**config.mk**
```make
export PLATFORM = sky130hd
export DESIGN_NAME = slope_pulse_flow_meter
export DESIGN_NICKNAME = d
export VERILOG_FILES = /design/src/design/spfm_pkg.sv /design/src/design/slope_pulse_flow_meter.sv /design/src/design/spfm_mul.sv /design/src/design/spfm_div.sv
export SDC_FILE = /design/constraint.sdc
export NUM_CORES = 2
export LEC_CHECK = 0
export BUFFER_PORTS_ARGS = -buffer_cell sky130_fd_sc_hd__buf_2
export CAP_MARGIN = 20
export CORE_UTILIZATION = 40
export CTS_CLUSTER_SIZE = 12
export DETAILED_ROUTE_END_ITERATION = 6
export SETUP_SLACK_MARGIN = 0.5
export SYNTH_ARGS = -nofsm -noshare
export SYNTH_HDL_FRONTEND = slang
export SYNTH_SLANG_ARGS = --single-unit
```
**constraint.sdc**
```tcl
create_clock -name clk_i -period 27.5 [get_ports clk_i]
set_clock_uncertainty 0.1 [all_clocks]
set_input_delay 4.125 -clock clk_i [delete_from_list [all_inputs] [get_ports clk_i]]
set_output_delay 4.125 -clock clk_i [all_outputs]
set_load 0.02 [all_outputs]
```
**src/design/spfm_pkg.sv**
```systemverilog
// ----------------------------------------------------------------------------
// Slope pulse flow meter package
// Fixed widths, constants and register indexes shared by the block.
// ----------------------------------------------------------------------------
`timescale 1ns / 1ps

package spfm_pkg;

  // Field and datapath widths
  localparam int unsigned SAMPLE_W     = 12;
  localparam int unsigned TIME_W       = 32;
  localparam int unsigned PPL_W        = 16;
  localparam int unsigned DEN_W        = TIME_W + PPL_W;
  localparam int unsigned MUL_W        = 32;
  localparam int unsigned FLOW_W       = 24;
  localparam int unsigned LIM_W        = 19;
  localparam int unsigned ALPHA_W      = 9;
  localparam int unsigned SECS_W       = 23;
  localparam int unsigned CFG_W        = 24;
  localparam int unsigned CFG_IDX_W    = 3;

  // Flow numerator: 60e6 us per minute, before fraction scaling
  localparam int unsigned FLOW_SCALE   = 60000000;
  localparam int unsigned FLOW_SCALE_W = 26;
  localparam logic [FLOW_W-1:0] FLOW_MAX = '1;

  // Smoothing weight, Q1.8
  localparam logic [ALPHA_W-1:0] ALPHA_ONE  = 9'd256;
  localparam int unsigned        ALPHA_FRAC = 8;
  localparam int unsigned        ROUND_HALF = 128;

  // x / 1000 as (x * RECIP_1000) >> RECIP_SHIFT, exact for 32 bit x
  localparam logic [MUL_W-1:0] RECIP_1000  = 32'd274877907;
  localparam int unsigned      RECIP_SHIFT = 38;

  // Register indexes
  typedef enum logic [CFG_IDX_W-1:0] {
    CFG_READ_INTERVAL   = 3'd0,
    CFG_SMOOTH_ALPHA    = 3'd1,
    CFG_RISE_LIMIT      = 3'd2,
    CFG_FALL_LIMIT      = 3'd3,
    CFG_PULSES_PER_L    = 3'd4,
    CFG_REPORT_INTERVAL = 3'd5,
    CFG_IDLE_TIMEOUT    = 3'd6,
    CFG_MAX_FLOW        = 3'd7
  } cfg_idx_e;

  // Register reset values
  localparam logic [15:0]        RST_READ_INTERVAL   = 16'd10;
  localparam logic [ALPHA_W-1:0] RST_SMOOTH_ALPHA    = 9'd26;
  localparam logic [LIM_W-1:0]   RST_RISE_LIMIT      = 19'sd256;
  localparam logic [LIM_W-1:0]   RST_FALL_LIMIT      = -19'sd256;
  localparam logic [PPL_W-1:0]   RST_PULSES_PER_L    = 16'd1000;
  localparam logic [15:0]        RST_REPORT_INTERVAL = 16'd1000;
  localparam logic [23:0]        RST_IDLE_TIMEOUT    = 24'd30000;
  localparam logic [FLOW_W-1:0]  RST_MAX_FLOW        = 24'd25600;

endpackage

```
**src/design/slope_pulse_flow_meter.sv**
```systemverilog
// ----------------------------------------------------------------------------
// Slope pulse flow meter
// Smoothed level, slope edge detection, pulse counting and flow reporting.
// ----------------------------------------------------------------------------
// Sequence: an item that is not read passes ST_GATE, ST_REPORT, ST_SECS and
// ST_OUT; a reading adds ST_EMA_B and ST_EMA_SUM, and a pulse that recomputes
// the flow adds ST_DEN and, for a nonzero divisor, ST_DIV. One item at a time;
// the next beat can be taken the cycle after the result is loaded. The flow quotient
// comes from the bit serial divider (NUM_W = 26 + FRACTION_BITS steps).
// Async reset (active low) loads register defaults, clears all but the captures.
`timescale 1ns / 1ps

module slope_pulse_flow_meter #(
  parameter int unsigned SAMPLE_BITS   = 10,
  parameter int unsigned FRACTION_BITS = 8
) (
  input  logic                                 clk_i,
  input  logic                                 rst_ni,
  // Configuration writes
  input  logic                                 cfg_we_i,
  input  logic [spfm_pkg::CFG_IDX_W-1:0]       cfg_idx_i,
  input  logic [spfm_pkg::CFG_W-1:0]           cfg_data_i,
  // Input beats
  input  logic                                 in_valid_i,
  output logic                                 in_ready_o,
  input  logic [spfm_pkg::TIME_W-1:0]          now_ms_i,
  input  logic [spfm_pkg::TIME_W-1:0]          now_us_i,
  input  logic [spfm_pkg::SAMPLE_W-1:0]        sample_i,
  // Result beats
  output logic                                 out_valid_o,
  input  logic                                 out_ready_i,
  output logic                                 pulse_o,
  output logic                                 trend_o,
  output logic [spfm_pkg::FLOW_W-1:0]          flow_q8_o,
  output logic                                 flow_in_range_o,
  output logic [spfm_pkg::TIME_W-1:0]          pulse_count_o,
  output logic [spfm_pkg::TIME_W-1:0]          run_pulses_o,
  output logic [spfm_pkg::SECS_W-1:0]          run_seconds_o,
  output logic                                 report_o,
  output logic                                 flow_stopped_o
);

  localparam int unsigned LVL_W  = SAMPLE_BITS + FRACTION_BITS;
  localparam int unsigned ACC_W  = LVL_W + spfm_pkg::ALPHA_FRAC + 1;
  localparam int unsigned NUM_W  = spfm_pkg::FLOW_SCALE_W + FRACTION_BITS;
  localparam int unsigned DEN_W  = spfm_pkg::DEN_W;
  localparam int unsigned MUL_W  = spfm_pkg::MUL_W;
  localparam int unsigned TW     = spfm_pkg::TIME_W;
  localparam int unsigned LIM_W  = spfm_pkg::LIM_W;
  localparam int unsigned SMP_XW = spfm_pkg::SAMPLE_W + 1;

  localparam logic [NUM_W-1:0]  FLOW_NUM   = NUM_W'(spfm_pkg::FLOW_SCALE) << FRACTION_BITS;
  localparam logic [SMP_XW-1:0] SAMPLE_LIM = SMP_XW'(1) << SAMPLE_BITS;

  typedef enum logic [3:0] {
    ST_IDLE,
    ST_GATE,
    ST_EMA_B,
    ST_EMA_SUM,
    ST_DEN,
    ST_DIV,
    ST_REPORT,
    ST_SECS,
    ST_OUT
  } state_e;

  // Configuration registers
  logic [15:0]                   read_int_q;
  logic [spfm_pkg::ALPHA_W-1:0]  alpha_q;
  logic [LIM_W-1:0]              rise_q, fall_q;
  logic [spfm_pkg::PPL_W-1:0]    ppl_q;
  logic [15:0]                   rep_int_q;
  logic [23:0]                   idle_q;
  logic [spfm_pkg::FLOW_W-1:0]   max_flow_q;

  always_ff @(posedge clk_i or negedge rst_ni) begin
    if (!rst_ni) begin
      read_int_q <= spfm_pkg::RST_READ_INTERVAL;
      alpha_q    <= spfm_pkg::RST_SMOOTH_ALPHA;
      rise_q     <= spfm_pkg::RST_RISE_LIMIT;
      fall_q     <= spfm_pkg::RST_FALL_LIMIT;
      ppl_q      <= spfm_pkg::RST_PULSES_PER_L;
      rep_int_q  <= spfm_pkg::RST_REPORT_INTERVAL;
      idle_q     <= spfm_pkg::RST_IDLE_TIMEOUT;
      max_flow_q <= spfm_pkg::RST_MAX_FLOW;
    end else if (cfg_we_i) begin
      case (cfg_idx_i)
        spfm_pkg::CFG_READ_INTERVAL:   read_int_q <= cfg_data_i[15:0];
        spfm_pkg::CFG_SMOOTH_ALPHA:    alpha_q    <= cfg_data_i[spfm_pkg::ALPHA_W-1:0];
        spfm_pkg::CFG_RISE_LIMIT:      rise_q     <= cfg_data_i[LIM_W-1:0];
        spfm_pkg::CFG_FALL_LIMIT:      fall_q     <= cfg_data_i[LIM_W-1:0];
        spfm_pkg::CFG_PULSES_PER_L:    ppl_q      <= cfg_data_i[spfm_pkg::PPL_W-1:0];
        spfm_pkg::CFG_REPORT_INTERVAL: rep_int_q  <= cfg_data_i[15:0];
        spfm_pkg::CFG_IDLE_TIMEOUT:    idle_q     <= cfg_data_i[23:0];
        spfm_pkg::CFG_MAX_FLOW:        max_flow_q <= cfg_data_i[spfm_pkg::FLOW_W-1:0];
        default: ;
      endcase
    end
  end

  // Sequencer and meter state
  state_e                       state_q;
  logic [LVL_W-1:0]             level_q, prev_q;
  logic                         rising_q;
  logic [TW-1:0]                last_read_q, last_edge_q, last_pulse_q, run_start_q;
  logic [TW-1:0]                total_q, run_start_pls_q, last_report_q;
  logic [spfm_pkg::FLOW_W-1:0]  flow_q;
  logic                         pulse_q, report_q, stop_q;

  // Captured item and first EMA product
  logic [TW-1:0]                now_ms_q, now_us_q;
  logic [spfm_pkg::SAMPLE_W-1:0] sample_q;
  logic [ACC_W-1:0]             p1_q;

  // Result register
  logic                         out_valid_q;
  logic                         o_pulse_q, o_trend_q, o_in_range_q, o_report_q, o_stop_q;
  logic [spfm_pkg::FLOW_W-1:0]  o_flow_q;
  logic [TW-1:0]                o_count_q, o_run_pls_q;
  logic [spfm_pkg::SECS_W-1:0]  o_secs_q;

  // Multiplier shared across the steps, and the flow divider
  logic [MUL_W-1:0]   mul_a, mul_b;
  logic [2*MUL_W-1:0] prod;
  logic               div_start, div_done;
  logic [NUM_W-1:0]   quot;

  spfm_mul #(
    .W (MUL_W)
  ) u_mul (
    .clk_i  (clk_i),
    .a_i    (mul_a),
    .b_i    (mul_b),
    .prod_o (prod)
  );

  spfm_div #(
    .NUM_W (NUM_W),
    .DEN_W (DEN_W)
  ) u_div (
    .clk_i   (clk_i),
    .rst_ni  (rst_ni),
    .start_i (div_start),
    .num_i   (FLOW_NUM),
    .den_i   (prod[DEN_W-1:0]),
    .done_o  (div_done),
    .quot_o  (quot)
  );

  // Reading gate
  logic read_ok;
  assign read_ok = ((now_ms_q - last_read_q) > TW'(read_int_q)) && (now_ms_q != '0) &&
                   (sample_q != '0) && ({1'b0, sample_q} < SAMPLE_LIM);

  // Smoothing weights
  logic [spfm_pkg::ALPHA_W-1:0] alpha_sat, alpha_inv;
  assign alpha_sat = (alpha_q > spfm_pkg::ALPHA_ONE) ? spfm_pkg::ALPHA_ONE : alpha_q;
  assign alpha_inv = spfm_pkg::ALPHA_ONE - alpha_sat;

  // New level from both products, rounded half up
  logic [ACC_W-1:0] acc;
  logic [LVL_W-1:0] lvl_new;
  assign acc     = p1_q + prod[ACC_W-1:0] + ACC_W'(spfm_pkg::ROUND_HALF);
  assign lvl_new = acc[spfm_pkg::ALPHA_FRAC +: LVL_W];

  // Slope against the limits, sign extended to one width
  logic signed [LVL_W:0] slope;
  logic signed [TW-1:0]  slope_x, rise_x, fall_x;
  assign slope   = $signed({1'b0, lvl_new}) - $signed({1'b0, prev_q});
  assign slope_x = {{(TW-LVL_W-1){slope[LVL_W]}}, slope};
  assign rise_x  = {{(TW-LIM_W){rise_q[LIM_W-1]}}, rise_q};
  assign fall_x  = {{(TW-LIM_W){fall_q[LIM_W-1]}}, fall_q};

  // Edge decisions; a rise and a fall can both hit in the same reading, sharing its timestamp
  logic          rise_hit, fall_hit, rising_mid, edge_any;
  logic [1:0]    edge_cnt;
  logic [TW-1:0] interval;
  assign rise_hit   = (slope_x > rise_x) && !rising_q;
  assign rising_mid = rising_q | rise_hit;
  assign fall_hit   = (slope_x < fall_x) && rising_mid;
  assign edge_any   = rise_hit | fall_hit;
  assign edge_cnt   = {1'b0, rise_hit} + {1'b0, fall_hit};
  assign interval   = now_us_q - last_edge_q;

  // Run length for the seconds figure
  logic [TW-1:0] run_ms;
  assign run_ms = last_pulse_q - run_start_q;

  // Multiplier operand select
  always_comb begin
    case (state_q)
      ST_GATE: begin
        mul_a = MUL_W'(alpha_inv);
        mul_b = MUL_W'(level_q);
      end
      ST_EMA_B: begin
        mul_a = MUL_W'(alpha_sat);
        mul_b = MUL_W'({sample_q[SAMPLE_BITS-1:0], {FRACTION_BITS{1'b0}}});
      end
      ST_EMA_SUM: begin
        mul_a = interval;
        mul_b = MUL_W'(ppl_q);
      end
      default: begin
        mul_a = run_ms;
        mul_b = spfm_pkg::RECIP_1000;
      end
    endcase
  end

  assign div_start = (state_q == ST_DEN) && (prod[DEN_W-1:0] != '0);

  logic out_free;
  assign out_free = !out_valid_q || out_ready_i;

  // Captured item and first product, no reset needed
  always_ff @(posedge clk_i) begin
    if (in_valid_i && in_ready_o) begin
      now_ms_q <= now_ms_i;
      now_us_q <= now_us_i;
      sample_q <= sample_i;
    end
    if (state_q == ST_EMA_B) begin
      p1_q <= prod[ACC_W-1:0];
    end
  end

  // Sequencer
  always_ff @(posedge clk_i or negedge rst_ni) begin
    if (!rst_ni) begin
      state_q         <= ST_IDLE;
      level_q         <= '0;
      prev_q          <= '0;
      rising_q        <= 1'b0;
      last_read_q     <= '0;
      last_edge_q     <= '0;
      last_pulse_q    <= '0;
      run_start_q     <= '0;
      total_q         <= '0;
      run_start_pls_q <= '0;
      last_report_q   <= '0;
      flow_q          <= '0;
      pulse_q         <= 1'b0;
      report_q        <= 1'b0;
      stop_q          <= 1'b0;
      out_valid_q     <= 1'b0;
      o_pulse_q       <= 1'b0;
      o_trend_q       <= 1'b0;
      o_in_range_q    <= 1'b0;
      o_report_q      <= 1'b0;
      o_stop_q        <= 1'b0;
      o_flow_q        <= '0;
      o_count_q       <= '0;
      o_run_pls_q     <= '0;
      o_secs_q        <= '0;
    end else begin
      // Result beat leaves; a new load in ST_OUT sets valid instead
      if (out_valid_q && out_ready_i && (state_q != ST_OUT)) begin
        out_valid_q <= 1'b0;
      end
      case (state_q)
        ST_IDLE: begin
          if (in_valid_i) begin
            pulse_q  <= 1'b0;
            report_q <= 1'b0;
            stop_q   <= 1'b0;
            state_q  <= ST_GATE;
          end
        end
        ST_GATE: begin
          state_q <= read_ok ? ST_EMA_B : ST_REPORT;
        end
        ST_EMA_B: begin
          state_q <= ST_EMA_SUM;
        end
        // Level update, edge detection and pulse bookkeeping
        ST_EMA_SUM: begin
          last_read_q <= now_ms_q;
          level_q     <= lvl_new;
          prev_q      <= lvl_new;
          rising_q    <= rising_mid & ~fall_hit;
          state_q     <= ST_REPORT;
          if (edge_any) begin
            pulse_q     <= 1'b1;
            last_edge_q <= now_us_q;
            total_q     <= total_q + TW'(edge_cnt);
            if (interval != '0) begin
              if (flow_q == '0) begin
                run_start_pls_q <= total_q;
                run_start_q     <= now_ms_q;
              end
              last_pulse_q <= now_ms_q;
              state_q      <= ST_DEN;
            end
          end
        end
        // Divisor ready: zero saturates, otherwise divide
        ST_DEN: begin
          if (prod[DEN_W-1:0] == '0) begin
            flow_q  <= spfm_pkg::FLOW_MAX;
            state_q <= ST_REPORT;
          end else begin
            state_q <= ST_DIV;
          end
        end
        ST_DIV: begin
          if (div_done) begin
            flow_q  <= (quot > NUM_W'(spfm_pkg::FLOW_MAX)) ? spfm_pkg::FLOW_MAX
                                                           : quot[spfm_pkg::FLOW_W-1:0];
            state_q <= ST_REPORT;
          end
        end
        // Periodic report and idle timeout
        ST_REPORT: begin
          if ((now_ms_q - last_report_q) > TW'(rep_int_q)) begin
            last_report_q <= now_ms_q;
            report_q      <= 1'b1;
            if ((now_ms_q - last_pulse_q) > TW'(idle_q)) begin
              stop_q          <= 1'b1;
              flow_q          <= '0;
              run_start_pls_q <= total_q;
              run_start_q     <= last_pulse_q;
            end
          end
          state_q <= ST_SECS;
        end
        ST_SECS: begin
          state_q <= ST_OUT;
        end
        // Load the result register once it is free
        ST_OUT: begin
          if (out_free) begin
            out_valid_q  <= 1'b1;
            o_pulse_q    <= pulse_q;
            o_trend_q    <= rising_q;
            o_flow_q     <= flow_q;
            o_in_range_q <= flow_q < max_flow_q;
            o_count_q    <= total_q;
            o_run_pls_q  <= total_q - run_start_pls_q;
            o_secs_q     <= prod[spfm_pkg::RECIP_SHIFT +: spfm_pkg::SECS_W];
            o_report_q   <= report_q;
            o_stop_q     <= stop_q;
            state_q      <= ST_IDLE;
          end
        end
        default: state_q <= ST_IDLE;
      endcase
    end
  end

  assign in_ready_o      = (state_q == ST_IDLE);
  assign out_valid_o     = out_valid_q;
  assign pulse_o         = o_pulse_q;
  assign trend_o         = o_trend_q;
  assign flow_q8_o       = o_flow_q;
  assign flow_in_range_o = o_in_range_q;
  assign pulse_count_o   = o_count_q;
  assign run_pulses_o    = o_run_pls_q;
  assign run_seconds_o   = o_secs_q;
  assign report_o        = o_report_q;
  assign flow_stopped_o  = o_stop_q;

endmodule

```
**src/design/spfm_mul.sv**
```systemverilog
// ----------------------------------------------------------------------------
// Shared multiplier
// Unsigned W x W multiply with a registered product, reused across the steps.
// ----------------------------------------------------------------------------
`timescale 1ns / 1ps

module spfm_mul #(
  parameter int unsigned W = 32
) (
  input  logic           clk_i,
  input  logic [W-1:0]   a_i,
  input  logic [W-1:0]   b_i,
  output logic [2*W-1:0] prod_o
);

  logic [2*W-1:0] prod_q;

  // Product lands in the cycle after the operands
  always_ff @(posedge clk_i) begin
    prod_q <= (2*W)'(a_i) * (2*W)'(b_i);
  end

  assign prod_o = prod_q;

endmodule

```
**src/design/spfm_div.sv**
```systemverilog
// ----------------------------------------------------------------------------
// Iterative divider
// Restoring division, one quotient bit per cycle, NUM_W quotient bits per divide.
// ----------------------------------------------------------------------------
`timescale 1ns / 1ps

module spfm_div #(
  parameter int unsigned NUM_W = 34,
  parameter int unsigned DEN_W = 48
) (
  input  logic             clk_i,
  input  logic             rst_ni,
  input  logic             start_i,
  input  logic [NUM_W-1:0] num_i,
  input  logic [DEN_W-1:0] den_i,
  output logic             done_o,
  output logic [NUM_W-1:0] quot_o
);

  localparam int unsigned CNT_W = $clog2(NUM_W + 1);

  logic             busy_q, done_q;
  logic [CNT_W-1:0] cnt_q;
  logic [NUM_W-1:0] num_q;
  logic [DEN_W-1:0] rem_q, den_q;

  logic [DEN_W:0]   shifted, diff;
  logic             fits;

  // One restoring step: bring down the next dividend bit
  assign shifted = {rem_q, num_q[NUM_W-1]};
  assign diff    = shifted - {1'b0, den_q};
  assign fits    = shifted >= {1'b0, den_q};

  // Control: step count and completion strobe
  always_ff @(posedge clk_i or negedge rst_ni) begin
    if (!rst_ni) begin
      busy_q <= 1'b0;
      done_q <= 1'b0;
      cnt_q  <= '0;
    end else begin
      done_q <= 1'b0;
      if (start_i) begin
        busy_q <= 1'b1;
        cnt_q  <= CNT_W'(NUM_W);
      end else if (busy_q) begin
        cnt_q <= cnt_q - CNT_W'(1);
        if (cnt_q == CNT_W'(1)) begin
          busy_q <= 1'b0;
          done_q <= 1'b1;
        end
      end
    end
  end

  // Datapath: dividend shifts out, quotient bits shift in behind it
  always_ff @(posedge clk_i) begin
    if (start_i) begin
      num_q <= num_i;
      den_q <= den_i;
      rem_q <= '0;
    end else if (busy_q) begin
      num_q <= {num_q[NUM_W-2:0], fits};
      rem_q <= fits ? diff[DEN_W-1:0] : shifted[DEN_W-1:0];
    end
  end

  assign done_o = done_q;
  assign quot_o = num_q;

endmodule

```
==> metrics.md <==
| Metric | Value |
|---|---|
| Dpl hpwl | 176000 microns |
| Tot GR Track Use | 24.4% |
| Slowest stage delay, CP | 880 ps |
| Fin nets | 9472 |
| Status | complete, but fails checks |
| Synth Area per Inst | 9.20 sq um |
| # DRC | 6 |
| Final Critical Period | 12170 ps |
| Vias | approximately 56000 |
| Initial antenna violation count | 7 |
| Post-Synth Simple-Gate Area | 13.4% |
| DR WL/cell | 20.9 microns |
| First-pass GRT wire length | roughly 340000 microns |
| Core area | 0.179 sq mm |
| RD Place Congestion | about 1 |
| Area delta synth->final | 10.3% |
| Pre-Repair DR Iteration Count | 7 |
| Syn Std Cell Area | 0.0722 sq mm |
| Post-synth cell types | 92 |
| Pin slew with the least headroom to its limit | 1170 ps |
| Seq/Total Area, Yosys | 29.0% |
| Setup violators final | 0 |
| Post-route insts no fill | 10490 |
| Setup crit end kind | register |
| Root buffer selected by CTS | clkbuf_16 |
| Post-CTS Setup Inserts | 0 |
| Port bufs | 225 |
| Antenna viol nets, final | 0 |
| Drt total wl | roughly 220000 microns |
| Bufs and invs on worst path | 6 |
| Largest net degree at the start of global routing | 113 |
| Number of flops mapped to enable cells by yosys | 150 |
| Post-Synth Adder-Cell Area | between 20% and 30% |
| H-Tree Depth | 3 |
| Peak Freq | 0.0822 GHz |
| Most frequent CP cell | fa_1 |
| Clock Tree Buf Depth | 3 |
| Clk sinks | 835 |
| Max transition margin | 22.2% |
| Cell taking the most area after synthesis | dfrtp_1 |
| Req. time, crit path | 27960 ps |
| Worst-path clk slew | around 60 ps |
| Gr ovfl total | 0 |
| RSZ-0062 raised after global routing | no |
| Final setup TNS | 0 ps |
| Mux share of post-synthesis cell area | 4.78% |
| Startpoint Class | register |
| CP top delay family | compound AO/OA/AOI/OAI gates |
| Max-cap violations | 0 |
| CP max stage cell | a2111oi_0 |
| Initial DRC count | 3990 |
| Initial Util | 40.4% |
| Data arrival time of the worst path | 12630 ps |
| Chip height | 427 microns |
| Final core utilization | 44.5% |
| Ys Warns | 0 |
| Die X | around 430 microns |
| Num rows | 155 |
| CTS tree | done |
| TritonCTS buffer count | around 100 |
| Yosys top cell area share | 17.4% |
| Vias in the first global route | approximately 57000 |
| Slew Limit Fails | 0 |
| Critical path fanouts, max | 8 |
| Ys async rst share | about two thirds |
| Largest family of logic cells by synthesized area | adder cells |
| Synth Flop Type | dfrtp_1 |
| Synthesis-stage register bit count | between 800 and 900 |
| Top cells by area, synth | dfrtp_1 (17%), fa_1 (16%), ha_1 (13%), edfxtp_1 (6.2%), inv_1 (6.1%) |
| Worst hold path type | reg -> reg |
| Ports | 226 |
| Vias per cell | ~5.4 |
| Complex-gate fraction of the synthesized area | 12.9% |
| Share of layout cells above drive strength 1 | 9.37% |
| CTS resizes | 0 |
| Violated checks | DRC |
| Total die area | 0.182 sq mm |
| Synth Area in XOR/XNOR | 3.55% |
| Fin crit share | roughly 44% |
| Skew-Pair Late Insertion Delay | 780 ps |
| Fin. Hold Viols | 0 |
| Post-Syn Instances | just under 8000 |
| Cells after DPL | about 10000 |
| Critical path class | reg -> reg |
| CTS Hold Bufs | 0 |
==> cell families (layout without fill, tap and decap cells) <==
logic type | Yosys count | in the layout
simple gates | 2173 | 2173
compound gates | 1484 | 1484
buf+inv | 1434 | 1696
fa+ha+maj | 1318 | 1318
flops | 835 | 835
mux | 308 | 308
xor+xnor | 293 | 293
other cells | 2 | 28
==> cell usage after synthesis, types with 12 or more instances <==
cell type / n
buf_1: 27
o21a_1: 61
mux2_1: 36
nor3b_1: 16
o21ai_0: 364
a21bo_1: 24
clkbuf_1: 211
and2_1: 46
xor2_1: 116
nand4_1: 51
a21boi_0: 20
or3_1: 19
nand2b_1: 88
a21o_1: 185
nor2_1: 612
mux2i_1: 95
fa_1: 564
and4_1: 17
o21ai_1: 57
o211ai_1: 44
inv_1: 1178
mux2_4: 27
o22ai_1: 12
a211o_1: 17
dfrtp_1: 503
nand3_1: 111
mux2_2: 150
edfxtp_1: 150
dfxtp_1: 143
a21oi_1: 407
dfstp_2: 39
xnor2_1: 177
ha_1: 754
and3_1: 44
nor3_1: 104
a31oi_1: 49
o31ai_1: 19
or2_2: 13
nor2b_1: 62
a2111oi_0: 17
o21bai_1: 34
a211oi_1: 44
nor4_1: 48
nand2_1: 904
==> state kept, by name, indices dropped and copies added (netlist names), 23 cells and up <==
name,cells
last_edge_q,32
now_ms_q,32
run_seconds_o,23
u_mul.prod_o,61
p1_q,26
idle_q,24
flow_q,24
run_start_q,32
run_start_pls_q,32
now_us_q,32
run_pulses_o,32
last_report_q,32
pulse_count_o,32
last_read_q,32
u_div.quot_o,34
u_div.rem_q,48
total_q,32
u_div.den_q,48
flow_q8_o,24
max_flow_q,24
last_pulse_q,32
==> layer usage <==
metal  share of wire (%)  GRT usage [%]  wire length (microns)
met1                  43           31.8                  94700
met2                  46           39.6                 100000
met3                 5.6           3.66                  12400
met4                 5.4           11.7                  11900
met5                   0              0                      0
==> metrics by stage <==
| step | hold slack, ps | setup WS (ps) | area [sq um] |
|---|---|---|---|
| 3_5_place_dp | 315 | 15630 | 76300 |
| 4_1_cts | 279 | 15500 | 79600 |
| 5_1_grt | 291 | 14600 | 79600 |
| 2_1_floorplan | 298 | 17200 | 72300 |
| 6_report | 276 | 15330 | 79600 |
| 3_3_place_gp | 317 | 15940 | 76200 |
==> worst register-to-register path, delay by kind of cell, from the launching register on <==
| kind | cells | cell delay, ps |
|---|---|---|
| AO/OA/AOI/OAI | 17 | 5040 |
| flip-flops | 1 | 370 |
| AND/OR/NAND/NOR | 6 | 1280 |
| buffers and inverters | 6 | 360 |
| adder cells (fa/ha/maj) | 10 | 4830 |
==> worst paths after layout <==
kind	from	to	slack [ps]	cells after the start
max	last_pulse_q[0]$_DFFE_PN0P_	u_mul.prod_o[57]$_DFF_P_	15330	39
min	u_mul.prod_o[27]$_DFF_P_	u_div.den_q[27]$_DFFE_PP_	280	0
max reg2reg	last_pulse_q[0]$_DFFE_PN0P_	u_mul.prod_o[57]$_DFF_P_	15330	39
min reg2reg	u_mul.prod_o[27]$_DFF_P_	u_div.den_q[27]$_DFFE_PP_	280	0
max in group asynchronous	rst_ni	last_edge_q[24]$_DFFE_PN0P_	21710	3
min in group asynchronous	rst_ni	pulse_count_o[18]$_DFFE_PN0P_	3230	1
==> layout by cell type (no fill, tap or decap), types with 56 or more instances in the layout <==
cell,count
a21o_1,185
a21oi_1,405
buf_2,224
buf_4,105
clkbuf_16,98
dfrtp_1,502
dfxtp_1,143
edfxtp_1,150
fa_1,564
ha_1,754
inv_1,1176
mux2_2,150
mux2i_1,95
nand2_1,903
nand2b_1,87
nand3_1,111
nor2_1,609
nor2b_1,62
nor3_1,100
o21a_1,61
o21ai_0,363
o21ai_1,56
xnor2_1,177
xor2_1,116
==> area by class of cell <==
class	instances	area, sq um
tap	2355	2950
inverter	1181	4440
fill	17352	99200
multi-input combinational	5599	46000
clock buffer	148	2820
timing repair buffer	331	1940
clock inverter	36	544
antenna	5	12.5
sequential	835	21000
Power is left out: the tool's default activity adds up to more than one toggle a clock period on the data nets, which glitch-free logic cannot reach.
